--- src/rtl/core/dfcs_pkg.sv ---
`timescale 1ns / 1ps
// ----------------------------------------------------------------------------
// dfcs_pkg
// Types and constants shared by the DAC frequency calibration sweep unit.
// ----------------------------------------------------------------------------
package dfcs_pkg;

  // DAC resolution; the top code of a sweep is all ones at this width
  localparam int DAC_BITS = 12;

  localparam int OP_W      = 2;
  localparam int FREQ_W    = 32;
  localparam int KIND_W    = 2;
  localparam int DAC_OUT_W = 12;
  localparam int TCODE_W   = 14;
  localparam int LIMIT_W   = 4;
  localparam int TOL_W     = 10;
  localparam int CFG_IDX_W = 1;
  localparam int CFG_W     = 10;
  localparam int PROD_W    = FREQ_W + TOL_W;

  localparam logic [LIMIT_W-1:0] READ_LIMIT_RST = LIMIT_W'(10);
  localparam logic [TOL_W-1:0]   TOL_DIV_RST    = TOL_W'(100);
  localparam logic [LIMIT_W-1:0] COUNT_MAX      = '1;
  localparam logic [TCODE_W-1:0] HALF_OFFSET    = TCODE_W'(16'h2000);
  localparam logic [DAC_BITS-1:0] CODE_TOP      = '1;

  // operation codes
  localparam logic [OP_W-1:0] OP_START   = 2'd0;
  localparam logic [OP_W-1:0] OP_ABORT   = 2'd1;
  localparam logic [OP_W-1:0] OP_MEASURE = 2'd2;

  // result kinds
  localparam logic [KIND_W-1:0] K_RESET = 2'd0;
  localparam logic [KIND_W-1:0] K_SET   = 2'd1;
  localparam logic [KIND_W-1:0] K_SAVE  = 2'd2;
  localparam logic [KIND_W-1:0] K_DONE  = 2'd3;

  // configuration register indexes
  localparam logic [CFG_IDX_W-1:0] REG_READ_LIMIT = 1'd0;
  localparam logic [CFG_IDX_W-1:0] REG_TOL_DIV    = 1'd1;

  typedef struct packed {
    logic [OP_W-1:0]   operation;
    logic              half_mode;
    logic [FREQ_W-1:0] frequency;
  } dfcs_in_t;

  typedef struct packed {
    logic [KIND_W-1:0]    kind;
    logic [DAC_OUT_W-1:0] dac_code;
    logic                 half_range;
    logic [TCODE_W-1:0]   table_code;
    logic [FREQ_W-1:0]    saved_frequency;
    logic                 aborted;
    logic                 last;
  } dfcs_out_t;

  // up to two results written into the result queue in one cycle
  typedef struct packed {
    logic [1:0] count;
    dfcs_out_t  first;
    dfcs_out_t  second;
  } dfcs_push_t;

endpackage

--- src/rtl/core/dac_frequency_calibration_sweep_unit.sv ---
`timescale 1ns / 1ps
// ----------------------------------------------------------------------------
// dac_frequency_calibration_sweep_unit
// Steps a DAC code from zero to full scale while checking oscillator readings
// for stability, and emits table reset, set code, save and finished commands.
// ----------------------------------------------------------------------------
//
//  channel  | direction | handshake                 | payload
//  ---------+-----------+---------------------------+----------------------
//  in       | input     | in_valid / in_ready       | in_item  (dfcs_in_t)
//  out      | output    | out_valid / out_ready     | out_item (dfcs_out_t)
//  cfg      | input     | cfg_write, no back-pressure | cfg_index, cfg_data
//
// An accepted item is registered in the input register and evaluated
// combinationally (subtract, 10-bit by 32-bit multiply, compare) once the
// queue has room for two results; its results, up to two, are then written
// into a four-entry queue whose head drives the output. One item can be
// taken every cycle while the queue has room; the sustained rate is bounded
// by the output port, one result a cycle, so items with two results hold back the input.
// Reset restores read_limit 10 and tolerance_divisor 100 and leaves the
// sweep idle. A stalled output fills the queue, then holds the input register.
// ----------------------------------------------------------------------------
module dac_frequency_calibration_sweep_unit (
  input  logic                           clk,
  input  logic                           rst,
  input  logic                           in_valid,
  output logic                           in_ready,
  input  dfcs_pkg::dfcs_in_t             in_item,
  output logic                           out_valid,
  input  logic                           out_ready,
  output dfcs_pkg::dfcs_out_t            out_item,
  input  logic                           cfg_write,
  input  logic [dfcs_pkg::CFG_IDX_W-1:0] cfg_index,
  input  logic [dfcs_pkg::CFG_W-1:0]     cfg_data
);
  import dfcs_pkg::*;

  // input register
  logic       held_valid;
  dfcs_in_t   held_item;
  logic       room;
  logic       fire;
  dfcs_push_t push;

  // evaluate the held item once the queue has space for both results
  assign fire     = held_valid && room;
  // take a new item whenever the register is empty or draining this cycle
  assign in_ready = !held_valid || fire;

  always_ff @(posedge clk) begin
    if (rst) begin
      held_valid <= 1'b0;
    end else if (in_ready) begin
      held_valid <= in_valid;
    end
  end

  // payload needs no reset; advance only on acceptance
  always_ff @(posedge clk) begin
    if (in_valid && in_ready) begin
      held_item <= in_item;
    end
  end

  dfcs_core u_core (
    .clk       (clk),
    .rst       (rst),
    .cfg_write (cfg_write),
    .cfg_index (cfg_index),
    .cfg_data  (cfg_data),
    .fire      (fire),
    .item      (held_item),
    .push      (push)
  );

  dfcs_fifo u_fifo (
    .clk       (clk),
    .rst       (rst),
    .push      (push),
    .room      (room),
    .out_valid (out_valid),
    .out_ready (out_ready),
    .out_item  (out_item)
  );

endmodule

--- src/rtl/core/dfcs_core.sv ---
`timescale 1ns / 1ps
// ----------------------------------------------------------------------------
// dfcs_core
// Sweep state, configuration registers and the per-item decision logic.
// ----------------------------------------------------------------------------
module dfcs_core (
  input  logic                           clk,
  input  logic                           rst,
  input  logic                           cfg_write,
  input  logic [dfcs_pkg::CFG_IDX_W-1:0] cfg_index,
  input  logic [dfcs_pkg::CFG_W-1:0]     cfg_data,
  input  logic                           fire,
  input  dfcs_pkg::dfcs_in_t             item,
  output dfcs_pkg::dfcs_push_t           push
);
  import dfcs_pkg::*;

  logic [LIMIT_W-1:0]  read_limit;
  logic [TOL_W-1:0]    tol_div;
  logic                busy, busy_next;
  logic [DAC_BITS-1:0] code, code_next;
  logic [FREQ_W-1:0]   prev_freq, prev_freq_next;
  logic [LIMIT_W-1:0]  count, count_next;
  logic                half, half_next;

  logic [LIMIT_W:0]    count_inc;
  logic [FREQ_W-1:0]   diff;
  logic [PROD_W-1:0]   prod;
  logic                stable;
  logic                save;
  logic [DAC_BITS-1:0] code_inc;
  logic [TCODE_W-1:0]  tcode;
  dfcs_out_t           blank;

  assign count_inc = {1'b0, count} + 1'b1;
  assign diff      = (item.frequency >= prev_freq) ? item.frequency - prev_freq
                                                   : prev_freq - item.frequency;
  assign prod      = PROD_W'(diff) * PROD_W'(tol_div);
  assign stable    = prod <= PROD_W'(item.frequency);
  assign code_inc  = code + 1'b1;
  assign tcode     = TCODE_W'(code) + (half ? HALF_OFFSET : '0);
  assign blank     = '0;

  always_comb begin
    busy_next      = busy;
    code_next      = code;
    prev_freq_next = prev_freq;
    count_next     = count;
    half_next      = half;
    save           = 1'b0;
    push           = '0;
    push.first     = blank;
    push.second    = blank;

    unique case (item.operation)
      OP_START: begin
        if (!busy) begin
          busy_next                = 1'b1;
          half_next                = item.half_mode;
          code_next                = '0;
          prev_freq_next           = '0;
          count_next               = '0;
          push.count               = 2'd2;
          push.first.kind          = K_RESET;
          push.second.kind         = K_SET;
          push.second.half_range   = item.half_mode;
          push.second.last         = 1'b1;
        end
      end
      OP_ABORT: begin
        if (busy) begin
          busy_next             = 1'b0;
          push.count            = 2'd1;
          push.first.kind       = K_DONE;
          push.first.aborted    = 1'b1;
          push.first.last       = 1'b1;
        end
      end
      OP_MEASURE: begin
        if (busy) begin
          if (count == '0) begin
            // first reading for this code only primes
            prev_freq_next = item.frequency;
            count_next     = LIMIT_W'(1);
          end else begin
            count_next = count_inc[LIMIT_W] ? COUNT_MAX : count_inc[LIMIT_W-1:0];
            priority if (count_inc > {1'b0, read_limit}) begin
              save = 1'b1;
            end else if (item.frequency != '0 && prev_freq == '0) begin
              prev_freq_next = item.frequency;
            end else if (item.frequency == '0) begin
              save = 1'b1;
            end else begin
              prev_freq_next = item.frequency;
              save           = stable;
            end
          end
        end
      end
      default: begin
      end
    endcase

    if (save) begin
      push.count                 = 2'd2;
      push.first.kind            = K_SAVE;
      push.first.table_code      = tcode;
      push.first.saved_frequency = item.frequency;
      push.second.last           = 1'b1;
      if (code == CODE_TOP) begin
        busy_next        = 1'b0;
        push.second.kind = K_DONE;
      end else begin
        code_next              = code_inc;
        count_next             = '0;
        push.second.kind       = K_SET;
        push.second.dac_code   = DAC_OUT_W'(code_inc);
        push.second.half_range = half;
      end
    end

    if (!fire) begin
      push.count = '0;
    end
  end

  always_ff @(posedge clk) begin
    if (rst) begin
      read_limit <= READ_LIMIT_RST;
      tol_div    <= TOL_DIV_RST;
      busy       <= 1'b0;
      code       <= '0;
      prev_freq  <= '0;
      count      <= '0;
      half       <= 1'b0;
    end else begin
      if (cfg_write) begin
        unique case (cfg_index)
          REG_READ_LIMIT: read_limit <= cfg_data[LIMIT_W-1:0];
          REG_TOL_DIV:    tol_div    <= cfg_data[TOL_W-1:0];
          default: begin
          end
        endcase
      end
      if (fire) begin
        busy      <= busy_next;
        code      <= code_next;
        prev_freq <= prev_freq_next;
        count     <= count_next;
        half      <= half_next;
      end
    end
  end

endmodule

--- src/rtl/core/dfcs_fifo.sv ---
`timescale 1ns / 1ps
// ----------------------------------------------------------------------------
// dfcs_fifo
// Four-entry result queue: takes up to two items a cycle, gives out one.
// ----------------------------------------------------------------------------
module dfcs_fifo (
  input  logic                 clk,
  input  logic                 rst,
  input  dfcs_pkg::dfcs_push_t push,
  output logic                 room,
  output logic                 out_valid,
  input  logic                 out_ready,
  output dfcs_pkg::dfcs_out_t  out_item
);
  import dfcs_pkg::*;

  dfcs_out_t   mem [4];
  logic [1:0]  wr_ptr, rd_ptr;
  logic [2:0]  fill, fill_next;
  logic        pop;

  assign pop       = out_valid && out_ready;
  assign out_valid = fill != '0;
  assign out_item  = mem[rd_ptr];
  // two free slots needed before an item may be processed
  assign room      = fill <= 3'd2;
  assign fill_next = fill + 3'(push.count) - 3'(pop);

  always_ff @(posedge clk) begin
    if (push.count != '0) begin
      mem[wr_ptr] <= push.first;
    end
    if (push.count == 2'd2) begin
      mem[wr_ptr + 2'd1] <= push.second;
    end
  end

  always_ff @(posedge clk) begin
    if (rst) begin
      wr_ptr <= '0;
      rd_ptr <= '0;
      fill   <= '0;
    end else begin
      wr_ptr <= wr_ptr + push.count;
      rd_ptr <= rd_ptr + 2'(pop);
      fill   <= fill_next;
    end
  end

endmodule

--- config.mk ---
export PLATFORM = sky130hd
export DESIGN_NAME = dac_frequency_calibration_sweep_unit
export DESIGN_NICKNAME = d
export VERILOG_FILES = /design/src/rtl/core/dfcs_pkg.sv /design/src/rtl/core/dac_frequency_calibration_sweep_unit.sv /design/src/rtl/core/dfcs_core.sv /design/src/rtl/core/dfcs_fifo.sv
export SDC_FILE = /design/constraint.sdc
export NUM_CORES = 2
export LEC_CHECK = 0
export ABC_AREA = 1
export BUFFER_PORTS_ARGS = -buffer_cell sky130_fd_sc_hd__buf_2
export CAP_MARGIN = 10
export CORE_MARGIN = 1.5
export CORE_UTILIZATION = 45
export CTS_BUF_LIST = sky130_fd_sc_hd__clkbuf_4 sky130_fd_sc_hd__clkbuf_8
export CTS_CLUSTER_DIAMETER = 200
export CTS_CLUSTER_SIZE = 24
export DETAILED_ROUTE_END_ITERATION = 6
export PLACE_DENSITY = 0.6
export SYNTH_ARGS = -nofsm -noshare
export SYNTH_HDL_FRONTEND = slang
export SYNTH_SLANG_ARGS = --single-unit
--- constraint.sdc ---
create_clock -name clk -period 8.86 [get_ports clk]
set_clock_uncertainty 0.05 [all_clocks]
set_input_delay 1.329 -clock clk [delete_from_list [all_inputs] [get_ports clk]]
set_output_delay 1.329 -clock clk [all_outputs]
set_load 0.005 [all_outputs]
* After elaboration in Yosys (flattened, before gate mapping) *
Memory sizes are Yosys's and may differ from the RTL's. A register that Yosys moved wholly into a read port is not among the register bits.
Cells that the tools add are included.

storage, ports and cells
  flip-flop bits (word level) = 107
  bits in latches = 0
  memory bits (writable) = 252
  memory bits (read-only) = 0
  input port bits = 51
  output and inout port bits = 65
  logic and storage cells = 110
  memories kept = 1

memories
  memory      words  bits a word  rd ports  clocked after Yosys merged registers in  wr ports  line             RTL
  u_fifo.mem  4      63           1         1                                        2         dfcs_fifo.sv:17  dfcs_out_t mem [4];

cells by class
  add/sub/neg operators = 10
  multiply operators = 1
  div/mod/pow operators = 0
  $lt $le $gt $ge = 4
  eq/ne operators = 8
  shifts and indexed selects = 0
  mux-type cells = 52
  bitwise gates (word level) = 2
  reductions and logical operators = 18

operator list
  cell                                                              number
  32-bit 2-to-1 mux                                                 7
  32-bit zero test                                                  2
  32-bit one-hot mux with 2 select lines                            1
  32-bit subtractor                                                 2
  12-bit 2-to-1 mux                                                 4
  46-bit 2-to-1 mux                                                 1
  42-bit by 32-bit less-or-equal comparator with 1-bit output       1
  32-bit by 10-bit multiplier with 42-bit output                    1
  32-bit greater-or-equal comparator                                1
  4-bit 2-to-1 mux                                                  8
  32-bit nonzero test                                               1
  1-bit 2-to-1 mux                                                  19
  4-bit one-hot mux with 2 select lines                             2
  15-bit 2-to-1 mux                                                 1
  12-bit by 14-bit adder with 14-bit output                         1
  14-bit 2-to-1 mux                                                 1
  13-bit 2-to-1 mux                                                 1
  12-bit by 1-bit adder with 12-bit output (second input constant)  1
  12-bit == test (second input constant)                            1
  2-bit 2-to-1 mux                                                  5
  6-bit AND reduction                                               1
  4-bit by 1-bit adder with 5-bit output (second input constant)    1
  5-bit by 4-bit > comparator with 1-bit output                     1
  2-bit == test (second input constant)                             2
  other kinds (23)                                                  29

* Logic depth before layout (Yosys ltp) *
  depth in word-level cells = 15
  depth in mapped cells = 63

* Modules after synthesis *
From an unflattened synthesis, not the netlist that was laid out.

second synthesis, totals
  cell total of the unflattened synthesis = 4238
  area, all modules = 33465.8 um2

modules (own cells, without submodules)
  module                                instances  cells each  area each (um2)  seq. area each (um2)
  dfcs_core                             1          2901        19847.8          1281.2
  dfcs_fifo                             1          1294        12512.0          7707.4
  dac_frequency_calibration_sweep_unit  1          43          1106.1           1071.0

* Worst setup path after synthesis *
OpenSTA, ideal clock, no wires.

  kind = register to register
  start = reg held_item[0] (netlist bit)
  end = mem u_fifo.mem[0][0] (netlist bit) (enable)
  library setup time = 0.372 ns
  arrival = 8.800 ns
  data required time = 8.438 ns
  path slack = -0.362 ns
  cell stages (with the launch flop) = 55
  buffers on the path = 2
  cell sequence = edfxtp_1 inv_1 ha_1 inv_1 fa_1 a21oi_1 inv_1 a21oi_1 inv_1 nand2_1 nand2_1 nand2_1 nand3_2 buf_2 o21ai_0 xor2_1 inv_1 nand2_1 (+19 left out) a21oi_1 nor2_1 nor3_1 nand2_1 a21oi_1 nand2_1 nand2_1 nand2_1 nand2_1 nand2_1 nand2_1 nand3_1 nand2_1 nand2_2 nand2_4 nand3_1 clkbuf_1 nand2_1

RTL lines
  item                    line                                        RTL
  from (decl)             dac_frequency_calibration_sweep_unit.sv:40  dfcs_in_t held_item;
  from (signal assigned)  dac_frequency_calibration_sweep_unit.sv:61  held_item <= in_item;
  to (decl)               dfcs_fifo.sv:17

==> metrics.md <==
| Metric | Value |
|---|---|
| Final nets | 5548 |
| Hold Crit Class | register to register |
| Die H | 267 um |
| Yosys top cell area share | 16.3% |
| Slowest CP cell | fa_1 |
| Gr usage total | 30.6% |
| Post-DP HPWL | 82100 um |
| Max frequency | 109 MHz |
| Num rows | 96 |
| Drt via density | 5.25 |
| # placed instances | 5886 |
| Cts hold-fix bufs | 0 |
| Grt total ovfl | 0 |
| Met3 Use GR | 2.58% |
| Clock root buffer master | clkbuf_8 |
| Routed Wire Length | 110000 um |
| Port Buffer Count | 114 |
| First-pass GRT wire length | 171000 um |
| Minimum clock period | 9.20 ns |
| Synthesis Warnings | 0 |
| Synthesized area per cell | 7.17 sq um |
| Number of enable flip-flop cells after synthesis | 99 |
| Slew @ Worst Pin | 1.23 ns |
| Setup WS post-layout | -0.340 ns |
| Distinct cells, synth | 59 |
| Std-Cell Core Area | 0.0688 sq mm |
| Initial core utilization | 45.6% |
| Required @ worst endpoint | 9.21 ns |
| Initial antenna violation count | 6 |
| Worst Setup Start Kind | register |
| CTS tree | yes |
| Max Cap Violations | 0 |
| IO Pins | 116 |
| Cells after synthesis | 4376 |
| Top cells by area, synth | dfxtp_1 16%, fa_1 15%, nand2_1 10% |
| Fill cell count | 6489 |
| Final Setup Violations | 326 |
| DR WL/cell | 18.3 um |
| Fin cells | 6016 |
| Async SR Flop Fraction | 0% |
| Die X | 267 um |
| DRT iter0 DRCs | 2628 |
| Met1 Resource Use GR | 42.9% |
| Failing checks | negative setup slack |
| Sink Count | 355 |
| Clock tree buffer depth | 3 |
| GR peak layer | met2 |
| Final Max Tran Viols | 0 |
| DRT antenna net count | 0 |
| DR vias | 31600 |
| Arr. time, crit path | 9.55 ns |
| Seq/Total Area, Yosys | 25.8% |
| Crit end category | register |
| Post-layout instance area | 0.0411 sq mm |
| Worst Setup Path Type | register to register |
| GPL Wtd Cong | 0.994 |
| DR DRC count | 0 |
| Crit path max fanout | 16 |
| Synth Cell Area | 0.0314 sq mm |
| Flops & latches, synth | 355 |
| Most instantiated library cell after synthesis | nand2_1 |
| Slowest stage delay, CP | 0.55 ns |
| Post-DP Area | 0.0376 sq mm |
| Worst slew margin | 18.2% |
| Primary FF master, synth | dfxtp_1 |
| Syn Nets | 4851 |
| Clk Latency, worst-skew pair | 0.68 ns |
| Share of cells above drive strength 1 | 26.0% |
| Worst r2r path cells | 59 |
| M2 GR Usage | 50.3% |
| RSZ-0062 raised after global routing | true |
| CTS clock-pin slew for the worst setup and hold paths | 0.15 ns |
| Number of global-route vias before repair | 30600 |
| Worst Hold Depth | 2 |
| Final core occ | 59.7% |
| First-pass DRT Iterations | 7 |
| Die footprint | 0.0713 sq mm |
| Top cell by count, worst path | nand2_1 |
| Status | finished, violations left |
| Num CTS Buffers | 19 |
| Period utilization | 104% |
| Synth area leader | dfxtp_1 |
| Area Growth Syn to Fin | 31.1% |
| Largest net degree at the start of global routing | 94 |
| Final hold vios | 0 |
| Top cells by count, synth | 846 x nand2_1, 667 x nor2_1, 625 x inv_1 |
| Max H-tree Level | 1 |
==> final cells by class <==
| class | count | area, sq um | share of cell area (%) |
|---|---|---|---|
| Sequential cell | 355 | 8100 | 19.7 |
| Clock inverter | 3 | 38.8 | 0.0944 |
| Timing Repair inverter | 1 | 6.26 | 0.0152 |
| Multi-Input combinational cell | 3177 | 21700 | 52.8 |
| Tap cell | 931 | 1160 | 2.83 |
| Clock buffer | 29 | 337 | 0.819 |
| Timing Repair Buffer | 882 | 7320 | 17.8 |
| Antenna cell | 1 | 2.50 | 0.00609 |
| Inverter | 637 | 2420 | 5.89 |
==> cell families after synthesis <==
group	after synthesis	synth area share, %
xor gates and xnor gates	84	2.47
buffers and inverters	846	10.9
muxes	2	0.0678
other	1	0.0120
DFF	355	25.8
and+or+nand+nor	1870	24.2
AOI/OAI and AO/OA	794	13.9
adders and majority gates	424	22.7
==> path summary, 6_finish.rpt <==
path / from / end / slack, ns
hold / removal: u_fifo.mem[1][1] / u_fifo.mem[1][1] / 0.43
setup reg to reg: held_item[0] / u_fifo.mem[1][54] / -0.34
hold reg to reg: u_fifo.mem[1][1] / u_fifo.mem[1][1] / 0.43
setup / recovery: held_item[0] / u_fifo.mem[1][54] / -0.34
==> routing by layer <==
layer | vias to the layer above | routed length (um)
li1 | 15400 | -
met1 | 15100 | 49800
met2 | 1006 | 50400
met3 | 160 | 6490
met4 | 4 | 3420
met5 | - | 24
==> flip-flops by register name, indices dropped and copies added, names as in the netlist <==
register,count
held_item,35
held_valid,1
u_core.busy,1
u_core.code,12
u_core.count,4
u_core.half,1
u_core.prev_freq,32
u_core.read_limit,4
u_core.tol_div,10
u_fifo.fill,3
u_fifo.mem,248
u_fifo.rd_ptr,2
u_fifo.wr_ptr,2
==> what timing repair did <==
item | in CTS | in global routing
cloned | 17 | 7
gates resized for setup | 290 | 206
pin swaps | 120 | 123
setup endpoints to repair | 332 | 332
setup buffers | 51 | 25
==> stage by stage <==
| step | TNS (ns) | setup WS (ns) | hold WS, ns |
|---|---|---|---|
| floorplan | 0 | 0.0246 | 0.385 |
| global placement | -202.81 | -0.739 | 0.404 |
| detailed placement | -229.68 | -0.824 | 0.406 |
| CTS | -68.01 | -0.321 | 0.424 |
| global route | -231.95 | -0.819 | 0.440 |
| finish | -72.63 | -0.340 | 0.426 |
==> layout by cell type (no fill, tap or decap), types with 10 or more instances in the layout <==
cell type / count
o21ai_1: 14
inv_1: 582
dfxtp_1: 254
fa_1: 233
nand2_1: 745
nor2_1: 615
a211oi_1: 34
nand3_2: 12
nand2_4: 22
o211ai_1: 12
buf_4: 674
o21a_1: 14
clkbuf_4: 10
inv_2: 42
o21ai_0: 202
clkbuf_8: 19
o22ai_1: 68
xor2_2: 12
nor2_2: 33
a21oi_2: 72
nand4_1: 25
ha_4: 30
nor2_4: 24
nand3_1: 274
buf_16: 13
nand2_2: 83
xor2_1: 52
buf_2: 115
buf_6: 33
xnor2_1: 13
ha_1: 148
buf_12: 31
a21oi_1: 312
edfxtp_1: 99
==> critical path, delay by kind of cell, from the launching register on <==
kind            cells  cell delay, ns
compound gates      5            0.72
simple gates       26            2.07
xor+xnor            2            0.39
fa+ha+maj           9            3.61
buf+inv            17            1.68
flops               1            0.45
Power is not shown: default switching activity piles up to over one toggle a cycle in this logic, so the estimate is an artifact.
